===== config.mk =====
export PLATFORM = sky130hd
export DESIGN_NAME = heartbeat_peak_detector_unit
export DESIGN_NICKNAME = d
export VERILOG_FILES = /design/src/hw/rtl/hpd_pkg.sv /design/src/hw/rtl/heartbeat_peak_detector_unit.sv
export SDC_FILE = /design/constraint.sdc
export NUM_CORES = 1
export LEC_CHECK = 0
export ABC_AREA = 1
export BUFFER_PORTS_ARGS = -buffer_cell sky130_fd_sc_hd__buf_2
export CAP_MARGIN = 20
export CELL_PAD_IN_SITES_DETAIL_PLACEMENT = 0
export CELL_PAD_IN_SITES_GLOBAL_PLACEMENT = 1
export CORE_ASPECT_RATIO = 0.6
export CORE_MARGIN = 4
export CORE_UTILIZATION = 45
export CTS_CLUSTER_DIAMETER = 80
export DETAILED_ROUTE_END_ITERATION = 16
export PLACE_DENSITY_LB_ADDON = 0.1
export SETUP_SLACK_MARGIN = 0.2
export SYNTH_ARGS = -nofsm -noshare
export SYNTH_HDL_FRONTEND = slang
export SYNTH_SLANG_ARGS = --single-unit

===== constraint.sdc =====
create_clock -name aclk -period 5.9 [get_ports aclk]
set_clock_uncertainty 0.1 [all_clocks]
set_input_delay 0.59 -clock aclk [delete_from_list [all_inputs] [get_ports aclk]]
set_output_delay 0.59 -clock aclk [all_outputs]
set_load 0.005 [all_outputs]

===== src/hw/rtl/hpd_pkg.sv =====
// Shared types, codes and constants for the heartbeat peak detector.
package hpd_pkg;

    localparam int INTERVAL_W    = 12;
    localparam int ELAPSED_W     = 16;
    localparam int BPM_W         = 8;
    localparam int MS_PER_MINUTE = 60000;
    localparam int MAX_INTERVAL  = 4095;
    localparam int BPM_MAX       = 255;

    // reset values of the detector state and config registers
    localparam int LEVEL_RESET      = 512;
    localparam int INTERVAL_RESET   = 600;
    localparam int TICK_RESET       = 2;
    localparam int REFRACTORY_RESET = 250;
    localparam int TIMEOUT_RESET    = 2500;

    // (x / 5) * 3 via reciprocal 3277 / 2^14, exact for 12-bit x
    localparam int RECIP5      = 3277;
    localparam int RECIP5_SH   = 14;
    localparam int DICR_RESET  = (INTERVAL_RESET / 5) * 3;

    typedef enum logic [1:0] {
        REG_TICK_MS       = 2'd0,
        REG_IDLE_LEVEL    = 2'd1,
        REG_REFRACTORY_MS = 2'd2,
        REG_TIMEOUT_MS    = 2'd3
    } cfg_reg_t;

    typedef enum logic [4:0] {
        S_IDLE = 5'b00001,
        S_STEP = 5'b00010,
        S_AVG  = 5'b00100,
        S_BPM  = 5'b01000,
        S_LOAD = 5'b10000
    } state_t;

    function automatic logic [INTERVAL_W-1:0] dicrotic_limit(
        input logic [INTERVAL_W-1:0] ival
    );
        logic [2*INTERVAL_W-1:0] prod;
        logic [INTERVAL_W-1:0]   q5;
        prod = (2*INTERVAL_W)'(ival) * (2*INTERVAL_W)'(RECIP5);
        q5   = INTERVAL_W'(prod >> RECIP5_SH);
        return INTERVAL_W'(q5 + (q5 << 1));
    endfunction

endpackage


===== src/hw/rtl/heartbeat_peak_detector_unit.sv =====
// Heartbeat peak detector: adaptive-threshold beat detection with averaged BPM.
// Path, input word accepted to result word valid: S_STEP then S_LOAD with no beat or a first
// beat, S_STEP, S_BPM, S_LOAD for the second beat, S_STEP, S_AVG, S_BPM, S_LOAD for later beats.
// S_BPM steps the DIV_W-bit divider (DIV_W 16 by default). One word in flight; the next input
// word is taken the cycle after the result registers, in S_LOAD once the result side is open.
// Reset: synchronous, active low; config to defaults, detector idle, interval history unset.
module heartbeat_peak_detector_unit #(
    parameter int AVG_DEPTH   = 10,
    parameter int SAMPLE_BITS = 12
) (
    input  logic        aclk,
    input  logic        aresetn,
    // sample input stream
    input  logic        s_tvalid,
    output logic        s_tready,
    input  logic [15:0] s_tdata,   // [11:0] sample, [15:12] zero
    // result stream
    output logic        m_tvalid,
    input  logic        m_tready,
    output logic [39:0] m_tdata,   // [7:0] bpm, [8] bpm_updated, [9] in_pulse,
                                   // [21:10] interval_ms, [33:22] threshold_now, [39:34] zero
    // config writes
    input  logic        cfg_valid,
    output logic        cfg_ready,
    input  logic [1:0]  cfg_index,
    input  logic [15:0] cfg_data
);

    localparam int LW     = SAMPLE_BITS;
    localparam int IW     = hpd_pkg::INTERVAL_W;
    localparam int EW     = hpd_pkg::ELAPSED_W;
    localparam int SUM_W  = IW + $clog2(AVG_DEPTH);
    localparam int DIV_W  = (SUM_W > 16) ? SUM_W : 16;
    localparam int CNT_W  = $clog2(DIV_W);
    localparam int OUT_W  = 40;

    // sum / AVG_DEPTH as (sum * AVG_RECIP) >> AVG_SH, exact for any SUM_W-bit sum
    localparam int AVG_SH    = SUM_W + 4;
    localparam int AVG_RECIP = ((1 << AVG_SH) + AVG_DEPTH - 1) / AVG_DEPTH;
    localparam int PROD_W    = SUM_W + AVG_SH;

    // ---------------- config registers ----------------
    logic [7:0]    tick_reg;
    logic [11:0]   idle_reg;
    logic [11:0]   refr_reg;
    logic [15:0]   tmo_reg;

    assign cfg_ready = 1'b1;

    always_ff @(posedge aclk) begin
        if (!aresetn) begin
            tick_reg <= 8'(hpd_pkg::TICK_RESET);
            idle_reg <= 12'(hpd_pkg::LEVEL_RESET);
            refr_reg <= 12'(hpd_pkg::REFRACTORY_RESET);
            tmo_reg  <= 16'(hpd_pkg::TIMEOUT_RESET);
        end else if (cfg_valid) begin
            case (hpd_pkg::cfg_reg_t'(cfg_index))
                hpd_pkg::REG_TICK_MS:       tick_reg <= cfg_data[7:0];
                hpd_pkg::REG_IDLE_LEVEL:    idle_reg <= cfg_data[11:0];
                hpd_pkg::REG_REFRACTORY_MS: refr_reg <= cfg_data[11:0];
                hpd_pkg::REG_TIMEOUT_MS:    tmo_reg  <= cfg_data;
                default: ;
            endcase
        end
    end

    // ---------------- state ----------------
    hpd_pkg::state_t state_reg, state_next;

    logic [LW-1:0]   samp_reg, samp_next;
    logic [EW-1:0]   elapsed_reg, elapsed_next;
    logic [IW-1:0]   ival_reg, ival_next;      // last inter-beat interval
    logic [IW-1:0]   dicr_reg;                 // (ival / 5) * 3, follows ival_reg
    logic [LW-1:0]   peak_reg, peak_next;
    logic [LW-1:0]   trough_reg, trough_next;
    logic [LW-1:0]   thr_reg, thr_next;
    logic            active_reg, active_next;  // inside a beat
    logic            first_reg, first_next;    // waiting for first beat
    logic            second_reg, second_next;  // next beat seeds the history
    logic [7:0]      bpm_reg, bpm_next;
    logic            upd_reg, upd_next;

    // interval history (shift line, oldest at index 0) and its running sum
    logic [IW-1:0]   hist_reg [AVG_DEPTH];
    logic            hist_fill, hist_shift;
    logic [SUM_W-1:0] sum_reg, sum_next;

    // shared restoring divider
    logic [DIV_W-1:0] rem_reg, rem_next;
    logic [DIV_W-1:0] quo_reg, quo_next;
    logic [DIV_W-1:0] dvs_reg, dvs_next;
    logic [CNT_W-1:0] cnt_reg, cnt_next;

    // output register
    logic             m_tvalid_reg, m_tvalid_next;
    logic [OUT_W-1:0] m_tdata_reg, m_tdata_next;

    assign s_tready = (state_reg == hpd_pkg::S_IDLE);
    assign m_tvalid = m_tvalid_reg;
    assign m_tdata  = m_tdata_reg;

    // ---------------- per-tick detector logic ----------------
    logic [EW:0]     age_sum;
    logic [EW-1:0]   age;
    logic [IW-1:0]   ival_sat;
    logic            past_dicr, s_lt, s_gt, beat, first_beat, falling, timed_out;
    logic [LW-1:0]   trough_up, peak_up, amp, thr_fall;
    logic [SUM_W-1:0] sum_calc;

    always_comb begin
        age_sum   = {1'b0, elapsed_reg} + (EW+1)'(tick_reg);
        age       = age_sum[EW] ? {EW{1'b1}} : age_sum[EW-1:0];
        ival_sat  = (age > EW'(hpd_pkg::MAX_INTERVAL)) ? {IW{1'b1}} : age[IW-1:0];
        past_dicr = age > EW'(dicr_reg);
        s_lt      = samp_reg < thr_reg;
        s_gt      = samp_reg > thr_reg;
        beat       = (age > EW'(refr_reg)) && s_gt && !active_reg && past_dicr;
        first_beat = beat && first_reg;
        trough_up = (s_lt && past_dicr && (samp_reg < trough_reg)) ? samp_reg : trough_reg;
        peak_up   = (s_gt && (samp_reg > peak_reg)) ? samp_reg : peak_reg;
        // first-beat tick skips the falling edge and timeout handling
        falling   = !first_beat && s_lt && active_reg;
        amp       = peak_up - trough_up;
        thr_fall  = (amp >> 1) + trough_up;
        timed_out = !first_beat && (age > tmo_reg);
        if (second_reg) begin
            sum_calc = SUM_W'(ival_sat) * SUM_W'(AVG_DEPTH);
        end else begin
            sum_calc = sum_reg - SUM_W'(hist_reg[0]) + SUM_W'(ival_sat);
        end
    end

    // average interval from the registered running sum
    logic [PROD_W-1:0] avg_prod;
    logic [IW-1:0]     avg_q;

    always_comb begin
        avg_prod = PROD_W'(sum_reg) * PROD_W'(AVG_RECIP);
        avg_q    = IW'(avg_prod >> AVG_SH);
    end

    // one divider step: shift in next dividend bit, trial subtract
    logic [DIV_W:0]   div_shift;
    logic             div_ge;
    logic [DIV_W-1:0] rem_step, quo_step;
    logic             div_last;

    always_comb begin
        div_shift = {rem_reg, quo_reg[DIV_W-1]};
        div_ge    = div_shift >= {1'b0, dvs_reg};
        rem_step  = div_ge ? DIV_W'(div_shift - {1'b0, dvs_reg}) : div_shift[DIV_W-1:0];
        quo_step  = {quo_reg[DIV_W-2:0], div_ge};
        div_last  = (cnt_reg == CNT_W'(DIV_W - 1));
    end

    // ---------------- sequencer ----------------
    always_comb begin
        state_next    = state_reg;
        samp_next     = samp_reg;
        elapsed_next  = elapsed_reg;
        ival_next     = ival_reg;
        peak_next     = peak_reg;
        trough_next   = trough_reg;
        thr_next      = thr_reg;
        active_next   = active_reg;
        first_next    = first_reg;
        second_next   = second_reg;
        bpm_next      = bpm_reg;
        upd_next      = upd_reg;
        sum_next      = sum_reg;
        hist_fill     = 1'b0;
        hist_shift    = 1'b0;
        rem_next      = rem_reg;
        quo_next      = quo_reg;
        dvs_next      = dvs_reg;
        cnt_next      = cnt_reg;
        m_tvalid_next = m_tvalid_reg && !m_tready;
        m_tdata_next  = m_tdata_reg;

        case (state_reg)
            hpd_pkg::S_IDLE: begin
                if (s_tvalid) begin
                    samp_next  = LW'(s_tdata[11:0]);
                    state_next = hpd_pkg::S_STEP;
                end
            end

            hpd_pkg::S_STEP: begin
                elapsed_next = age;
                trough_next  = trough_up;
                peak_next    = peak_up;
                upd_next     = 1'b0;
                cnt_next     = '0;
                state_next   = hpd_pkg::S_LOAD;
                if (beat) begin
                    active_next  = 1'b1;
                    ival_next    = ival_sat;
                    elapsed_next = '0;
                    if (first_reg) begin
                        // first beat only marks the time
                        first_next  = 1'b0;
                        second_next = 1'b1;
                    end else begin
                        second_next = 1'b0;
                        sum_next    = sum_calc;
                        hist_fill   = second_reg;
                        hist_shift  = !second_reg;
                        rem_next    = '0;
                        if (second_reg) begin
                            // history is uniform, average is the interval itself
                            quo_next   = DIV_W'(hpd_pkg::MS_PER_MINUTE);
                            dvs_next   = DIV_W'(ival_sat);
                            state_next = hpd_pkg::S_BPM;
                        end else begin
                            state_next = hpd_pkg::S_AVG;
                        end
                    end
                end
                if (falling) begin
                    active_next = 1'b0;
                    thr_next    = thr_fall;
                    peak_next   = thr_fall;
                    trough_next = thr_fall;
                end
                if (timed_out) begin
                    thr_next     = LW'(idle_reg);
                    peak_next    = LW'(idle_reg);
                    trough_next  = LW'(idle_reg);
                    elapsed_next = '0;
                    first_next   = 1'b1;
                    second_next  = 1'b0;
                end
            end

            hpd_pkg::S_AVG: begin
                // average by reciprocal multiply, then set up 60000 / average
                rem_next   = '0;
                quo_next   = DIV_W'(hpd_pkg::MS_PER_MINUTE);
                dvs_next   = DIV_W'(avg_q);
                cnt_next   = '0;
                state_next = hpd_pkg::S_BPM;
            end

            hpd_pkg::S_BPM: begin
                rem_next = rem_step;
                quo_next = quo_step;
                cnt_next = cnt_reg + 1'b1;
                if (div_last) begin
                    // zero average divides to all ones, which saturates too
                    bpm_next   = (quo_step > DIV_W'(hpd_pkg::BPM_MAX)) ?
                                 8'(hpd_pkg::BPM_MAX) : quo_step[7:0];
                    upd_next   = 1'b1;
                    state_next = hpd_pkg::S_LOAD;
                end
            end

            hpd_pkg::S_LOAD: begin
                if (!m_tvalid_reg || m_tready) begin
                    m_tvalid_next = 1'b1;
                    m_tdata_next  = {6'd0, 12'(thr_reg), ival_reg, active_reg,
                                     upd_reg, bpm_reg};
                    state_next    = hpd_pkg::S_IDLE;
                end
            end

            default: begin
                state_next = hpd_pkg::S_IDLE;
            end
        endcase
    end

    // ---------------- registers ----------------
    always_ff @(posedge aclk) begin
        if (!aresetn) begin
            state_reg    <= hpd_pkg::S_IDLE;
            elapsed_reg  <= '0;
            ival_reg     <= IW'(hpd_pkg::INTERVAL_RESET);
            dicr_reg     <= IW'(hpd_pkg::DICR_RESET);
            peak_reg     <= LW'(hpd_pkg::LEVEL_RESET);
            trough_reg   <= LW'(hpd_pkg::LEVEL_RESET);
            thr_reg      <= LW'(hpd_pkg::LEVEL_RESET);
            active_reg   <= 1'b0;
            first_reg    <= 1'b1;
            second_reg   <= 1'b1;
            bpm_reg      <= '0;
            upd_reg      <= 1'b0;
            cnt_reg      <= '0;
            m_tvalid_reg <= 1'b0;
        end else begin
            state_reg    <= state_next;
            elapsed_reg  <= elapsed_next;
            ival_reg     <= ival_next;
            dicr_reg     <= hpd_pkg::dicrotic_limit(ival_reg);
            peak_reg     <= peak_next;
            trough_reg   <= trough_next;
            thr_reg      <= thr_next;
            active_reg   <= active_next;
            first_reg    <= first_next;
            second_reg   <= second_next;
            bpm_reg      <= bpm_next;
            upd_reg      <= upd_next;
            cnt_reg      <= cnt_next;
            m_tvalid_reg <= m_tvalid_next;
        end
    end

    always_ff @(posedge aclk) begin
        samp_reg    <= samp_next;
        sum_reg     <= sum_next;
        rem_reg     <= rem_next;
        quo_reg     <= quo_next;
        dvs_reg     <= dvs_next;
        m_tdata_reg <= m_tdata_next;
    end

    always_ff @(posedge aclk) begin
        if (hist_fill) begin
            for (int i = 0; i < AVG_DEPTH; i++) begin
                hist_reg[i] <= ival_sat;
            end
        end else if (hist_shift) begin
            for (int i = 0; i < AVG_DEPTH - 1; i++) begin
                hist_reg[i] <= hist_reg[i+1];
            end
            hist_reg[AVG_DEPTH-1] <= ival_sat;
        end
    end

    // ---------------- assertions ----------------
    a_accept_to_step: assert property (@(posedge aclk) disable iff (!aresetn)
        (s_tvalid && s_tready) |=> (state_reg == hpd_pkg::S_STEP))
        else $error("accepted word did not start a detector step");

    a_div_starts_clean: assert property (@(posedge aclk) disable iff (!aresetn)
        (state_reg == hpd_pkg::S_STEP) |=> (cnt_reg == '0))
        else $error("divider count not cleared at start of division");

    a_valid_from_load: assert property (@(posedge aclk) disable iff (!aresetn)
        $rose(m_tvalid_reg) |-> $past(state_reg == hpd_pkg::S_LOAD))
        else $error("result valid raised outside the load state");

    a_update_after_div: assert property (@(posedge aclk) disable iff (!aresetn)
        (state_reg == hpd_pkg::S_LOAD && upd_reg) |-> $past(upd_reg) ||
        $past(state_reg == hpd_pkg::S_BPM))
        else $error("bpm update flag set without a completed division");

endmodule


-- Yosys cells after proc, flatten, opt, wreduce, memory -nomap -nowiden
Memories as Yosys holds them, arrays and structs flattened.
Cells that the tools add are included.
W data, S select, Z words.
- output and inout bits: 43
- input port bits: 39
- memories: 1
- bits in writable memories: 120
- word-level logic and storage cells: 182
- register bits: 256
- memory list (name ; words ; bits a word ; rd ports ; clocked after memory_dff ; write ports ; RTL line ; source):
    hist_reg ; 10 ; 12 ; 10 ; 0 ; 10 ; heartbeat_peak_detector_unit.sv:84 ; logic [IW-1:0] hist_reg [AVG_DEPTH];
- reductions and logical operators: 43
- $add $sub $neg: 8
- $lt $le $gt $ge: 10
- bitwise logic cells: 11
- mux-type cells: 66
- multipliers: 3
- equality and inequality tests: 15
- operator list (operator ; count):
    $mux W12 ; 19
    $mux W16 ; 13
    $pmux W16 S3 ; 2
    $gt A16 B12 Y1 ; 2
    $pmux W16 S2 ; 1
    $mul A16 B16 Y31 const B ; 1
    $mux W5 ; 5
    $pmux W5 S5 ; 1
    $gt A12 B12 Y1 ; 2
    $lt A12 B12 Y1 ; 2
    $mul A12 B12 Y24 const B ; 1
    $reduce_and A2 Y1 ; 12
    $mux W1 ; 21
    $add A16 B8 Y17 ; 1
    $ge A17 B16 Y1 ; 1
    $add A16 B12 Y16 ; 1
    $gt A16 B12 Y1 const B ; 1
    $gt A16 B16 Y1 ; 1
    $gt A16 B8 Y1 const B ; 1
    $sub A16 B12 Y16 ; 1
    $sub A16 B16 Y16 ; 1
    $mul A12 B3 Y15 const B ; 1
    $add A10 B11 Y12 ; 1
    $add A11 B12 Y12 ; 1
    26 further kinds ; 63

-- Depth between registers and ports, before layout
- depth after elaboration: 12
- mapped depth: 47

-- Worst setup path before layout
Ideal clock, no wire load.
- kind: register to register
- from: register ival_reg[6]
- to: register dicr_reg[11]
- cell stages (with the launch flop): 29
- library setup time: 0.056 ns
- slack: -0.104 ns
- required time: 5.744 ns
- arrival time: 5.847 ns
- period minus slack after synthesis: 6.004 ns
- cells stage by stage: dfxtp_1 ha_1 inv_1 fa_1 fa_1 inv_1 fa_1 fa_1 ha_1 a21oi_1 o21ai_0 nor2_1 inv_1 a21oi_1 inv_1 a21oi_1 inv_1 a21oi_1 xor2_1 inv_1 fa_1 o31ai_1 nand3_1 nand2_1 nand3_1 nand2_1 a21oi_1 or2_2 inv_1
- longest elaborated chain between the ends: 2
- RTL lines (what ; RTL line ; source):
    start: declaration ; heartbeat_peak_detector_unit.sv:72 ; logic [IW-1:0] ival_reg, ival_next;
    start signal: assignment ; heartbeat_peak_detector_unit.sv:277 ; ival_reg <= IW'(hpd_pkg::INTERVAL_RESET);
    start signal: assignment ; heartbeat_peak_detector_unit.sv:292 ; ival_reg <= ival_next;
    $mul A12 B12 Y24 ; hpd_pkg.sv:43 ; prod = (2*INTERVAL_W)'(ival) * (2*INTERVAL_W)'(RECIP5);
    $add A10 B11 Y12 ; hpd_pkg.sv:45 ; return INTERVAL_W'(q5 + (q5 << 1));
    end signal: assignment ; heartbeat_peak_detector_unit.sv:278 ; dicr_reg <= IW'(hpd_pkg::DICR_RESET);
    end signal: assignment ; heartbeat_peak_detector_unit.sv:293 ; dicr_reg <= hpd_pkg::dicrotic_limit(ival_reg);
    end: declaration ; heartbeat_peak_detector_unit.sv:73 ; logic [IW-1:0] dicr_reg;
No other way between the ends.
A chain may end at the register's enable or synchronous reset.

-- Worst setup path after layout
- from: register sum_reg[6]
- to: register dvs_reg[10], data pin
- longest elaborated chain between the ends: 2
- RTL lines (what ; RTL line ; source):
    start: declaration ; heartbeat_peak_detector_unit.sv:86 ; logic [SUM_W-1:0] sum_reg, sum_next;
    start signal: assignment ; heartbeat_peak_detector_unit.sv:309 ; sum_reg <= sum_next;
    $mul A16 B16 Y31 ; heartbeat_peak_detector_unit.sv:138 ; avg_prod = PROD_W'(sum_reg) * PROD_W'(AVG_RECIP);
    $pmux W16 S2 ; heartbeat_peak_detector_unit.sv:180 ; case (state_reg)
    net dvs_next[10] ; heartbeat_peak_detector_unit.sv:91 ; logic [DIV_W-1:0] dvs_reg, dvs_next;
    end signal: assignment ; heartbeat_peak_detector_unit.sv:312 ; dvs_reg <= dvs_next;
    end: declaration ; heartbeat_peak_detector_unit.sv:91 ;
The timed path passes the listed nets, and every way through them passes these cells.

==> qor_table.md <==
| Metric | This run |
|:---|:---|
| Max-capacitance violation count | 0 |
| Antenna violations before repair | 1 |
| Clock tree root driver cell | sky130_fd_sc_hd__clkbuf_16 |
| Fraction of post-synthesis cell area in the top cell type by area | 25.0% |
| Dominant cell type by area after synthesis | sky130_fd_sc_hd__edfxtp_1 |
| Number of rows in the core area | 69 |
| Final clock period utilization by the worst path | 97.4% |
| Core area | 0.0594 mm^2 |
| Antenna Violating Nets Remaining | 0 |
| Status | complete, no violations |
| Max-Slew Margin vs Limit | 30.9% |
| Die footprint | 0.0644 mm^2 |
| Clock edge transition at the registers on the reported setup and hold paths | 60 ps |
| Number of top-level design ports | 82 |
| Non-Filler Instances | 4182 |
| Worst-case clock buffer depth | 3 |
| Sequential share of the synthesized area | 35.8% |
| Pin count of the biggest net entering global routing | 134 |
| Adder-cell area share of the yosys netlist | 27.1% |
| Final weighted congestion in routability-driven placement | 0.904 |
| Net switching share of the total power | 27.9% |
| Max-slew violation count | 0 |
| Initial core utilization | 45.6% |
| Number of flip-flops and latches in the synthesized netlist | 372 |
| Cell count after synthesis | 3054 |
| DRT iter0 DRCs | 1558 |
| Register-to-Register Path Depth | 25 |
| Fraction of registers with async set/reset | 0% |
| Post-route minimum period | 5740 ps |
| Pre-Repair DR Iteration Count | 5 |
| Commonest cells post-synth | 534 x sky130_fd_sc_hd__inv_1, 476 x sky130_fd_sc_hd__nand2_1, 371 x sky130_fd_sc_hd__ha_1 |
| Sequential fraction of design power | 43.3% |
| Multiplexer share of the synthesized area | 0% |
| TritonCTS Buffers | 40 |
| Type of the worst setup path | reg2reg |
| Net switching power | 1.82 mW |
| Largest register FFs | 120 |
| Total grt overflow | 0 |
| CP Max Fanout | 3 |
| Sinks on the clock net | 372 |
| Least-Margin Pin Slew | 1040 ps |
| Hold path depth | 1 |
| Half-perimeter wire length after detailed placement | 56900 um |
| Combined global-route utilization of all metal layers | 22.9% |
| Most area-consuming cells after synthesis | sky130_fd_sc_hd__edfxtp_1 25%, sky130_fd_sc_hd__ha_1 17%, sky130_fd_sc_hd__dfxtp_1 11% |
| Reg-to-reg startpoint | sum_reg[6] |
| Ys flop type | sky130_fd_sc_hd__edfxtp_1 |
| Combinational share of power | 18.7% |
| Total number of yosys warnings | 0 |
| Chip height | 198 um |
| Drt total wl | 74700 um |
| Clock latency at the later pin of the worst-skew pair | 590 ps |
| Post-synthesis compound-gate area fraction | 10.6% |
| Largest vdd supply drop | 215 uV |
| Detailed-route DRC error count | 0 |
| Worst setup EP type | register |
| Maximum operating frequency | 0.174 GHz |
| Nets | 3913 |
| Launch point of the critical path | sum_reg[6] |
| Avg Inst Size Synth | 8.88 um^2 |
| Synth cell types | 55 |
| Count of input and output buffers | 70 |
| Arrival time worst endpoint | 5960 ps |
| Main combinational cell family by area after synthesis | adder cells |
| Design internal power | 4.70 mW |
| Wire length of the first global-routing pass | 116000 um |
| Required time of the worst setup path | 6120 ps |
| Clock group share of total power | 38.0% |
| Reported leakage power | 16.0 nW |
| Vias per std cell | 5.17 |
| Power Dens Cells | 199 mW/mm^2 |
| Die Width | 325 um |
| Share of final-layout standard cells stronger than drive strength 1 | 20.1% |
| Area of the mapped netlist | 0.0271 mm^2 |
| Class of the tightest hold or removal check | in2reg |
| Number of global-route vias before repair | 20700 |
| Maximum level of the CTS H-tree | 2 |
| CTS tree | built |
| Routed wire per std cell | 17.9 um |
| Hold Violations, Final | 0 |
| Post-route core utilization | 55.2% |
| Synth Area in Simple Gates | 15.6% |
| Total setup violations reported at the end of the flow | 0 |
| Via count of the routed design | 21600 |
| Number of instances in the placed design | 4053 |
| Unrepaired setup endpoints after global routing | true |
| Most numerous cell in the Yosys netlist | sky130_fd_sc_hd__inv_1 |
| Count of flip-flops with a built-in enable after synthesis | 226 |
| Syn-to-layout area delta | 20.9% |
| Launching element type of the critical path | register |
| Startpoint of the worst hold path | s_tdata[9] |
| Xor/xnor share of the synthesized area | 1.91% |
-- critical path, stage by stage (launching register included) --
cell	delay (ps)
sky130_fd_sc_hd__edfxtp_1	550
sky130_fd_sc_hd__buf_6	190
sky130_fd_sc_hd__ha_4	270
sky130_fd_sc_hd__inv_4	50
sky130_fd_sc_hd__fa_1	460
sky130_fd_sc_hd__fa_1	490
sky130_fd_sc_hd__inv_1	50
sky130_fd_sc_hd__fa_1	450
sky130_fd_sc_hd__fa_1	510
sky130_fd_sc_hd__fa_1	450
sky130_fd_sc_hd__ha_4	310
sky130_fd_sc_hd__nand2_2	50
sky130_fd_sc_hd__o21a_1	170
sky130_fd_sc_hd__a21boi_2	150
sky130_fd_sc_hd__o21ai_2	150
sky130_fd_sc_hd__nand2_1	90
sky130_fd_sc_hd__nand2_2	90
sky130_fd_sc_hd__nand2_1	60
sky130_fd_sc_hd__o211ai_1	160
sky130_fd_sc_hd__nand3_1	140
sky130_fd_sc_hd__nand2_2	120
sky130_fd_sc_hd__nand2_4	70
sky130_fd_sc_hd__nand2_4	90
sky130_fd_sc_hd__a21oi_2	60
sky130_fd_sc_hd__xor2_1	150
sky130_fd_sc_hd__o21ai_1	70
-- cell usage in the layout, fill, tap and decap left out, types with 22 or more instances in the layout --
cell type / n
sky130_fd_sc_hd__nor2_1: 150
sky130_fd_sc_hd__dfxtp_1: 138
sky130_fd_sc_hd__xnor2_1: 22
sky130_fd_sc_hd__inv_1: 518
sky130_fd_sc_hd__ha_1: 334
sky130_fd_sc_hd__nand2_2: 46
sky130_fd_sc_hd__buf_4: 256
sky130_fd_sc_hd__fa_1: 128
sky130_fd_sc_hd__buf_2: 70
sky130_fd_sc_hd__clkbuf_16: 41
sky130_fd_sc_hd__ha_4: 33
sky130_fd_sc_hd__nand3_1: 194
sky130_fd_sc_hd__o21ai_0: 173
sky130_fd_sc_hd__a21oi_2: 34
sky130_fd_sc_hd__edfxtp_1: 226
sky130_fd_sc_hd__buf_6: 25
sky130_fd_sc_hd__a21oi_1: 201
sky130_fd_sc_hd__nand2_1: 442
sky130_fd_sc_hd__xor2_1: 28
-- per-layer routing --
layer  wire, um  track usage [%]
met1      39200             36.7
met2      27600             30.1
met3       6660             6.51
met4       1260             4.49
met5          0                0
-- path summary, 6_finish.rpt --
kind	to	slack, ps
max	dvs_reg[10]	160
min	samp_reg[9]	90
max reg2reg	dvs_reg[10]	160
min reg2reg	m_tdata[5]	330
-- kinds of logic (layout without fill, tap and decap cells) --
| family | count (synthesis) | in the layout |
|---|---|---|
| AOI/OAI and AO/OA | 532 | 532 |
| adders and majority gates | 506 | 506 |
| and+or+nand+nor | 951 | 951 |
| other | 2 | 8 |
| DFF | 372 | 372 |
| xor gates and xnor gates | 59 | 59 |
| buffers and inverters | 632 | 973 |
-- timing repair --
action | 4_1_cts | 5_1_grt
gates cloned | 0 | 1
buffers inserted | 30 | 23
resized for setup | 98 | 176
pin swaps | 101 | 123
endpoints found under the hold margin | 0 | 0
endpoints found under the setup margin | 37 | 70
hold buffers | 0 | 0
-- final cells by class --
class                   count  area, um^2
fillers                  5401       26600
multi-input cells        2055       16100
flip-flops and latches    372        9720
repair buffers            355        2640
inverters                 544        2060
clock buffers              57        1080
well taps                 781         977
clock inverters            17         164
diodes                      1        2.50
-- power by group through the flow --
stage	clock network, mW	registers, mW	logic, mW
after global placement	0	2.87	0.978
after detailed placement	0	2.87	0.990
final	2.48	2.82	1.22
after global routing	2.67	2.82	1.36
after CTS	2.55	2.82	1.03
after floorplan	0	2.86	0.623
-- through the flow --
| stage | power [mW] | instance area, um^2 | setup WS [ps] | hold slack [ps] | setup TNS, ps |
|---|---|---|---|---|---|
| floorplan | 3.48 | 27200 | 202 | 303 | 0 |
| global placement | 3.85 | 29900 | -245 | 310 | -1990 |
| detailed placement | 3.86 | 29900 | -336 | 316 | -3360 |
| CTS | 6.40 | 31800 | 81.2 | 53.9 | 0 |
| global route | 6.84 | 32800 | -201 | 70.3 | -1730 |
| finish | 6.52 | 32800 | 156 | 88.9 | 0 |
No activity file was read; power rests on OpenSTA's default activity.
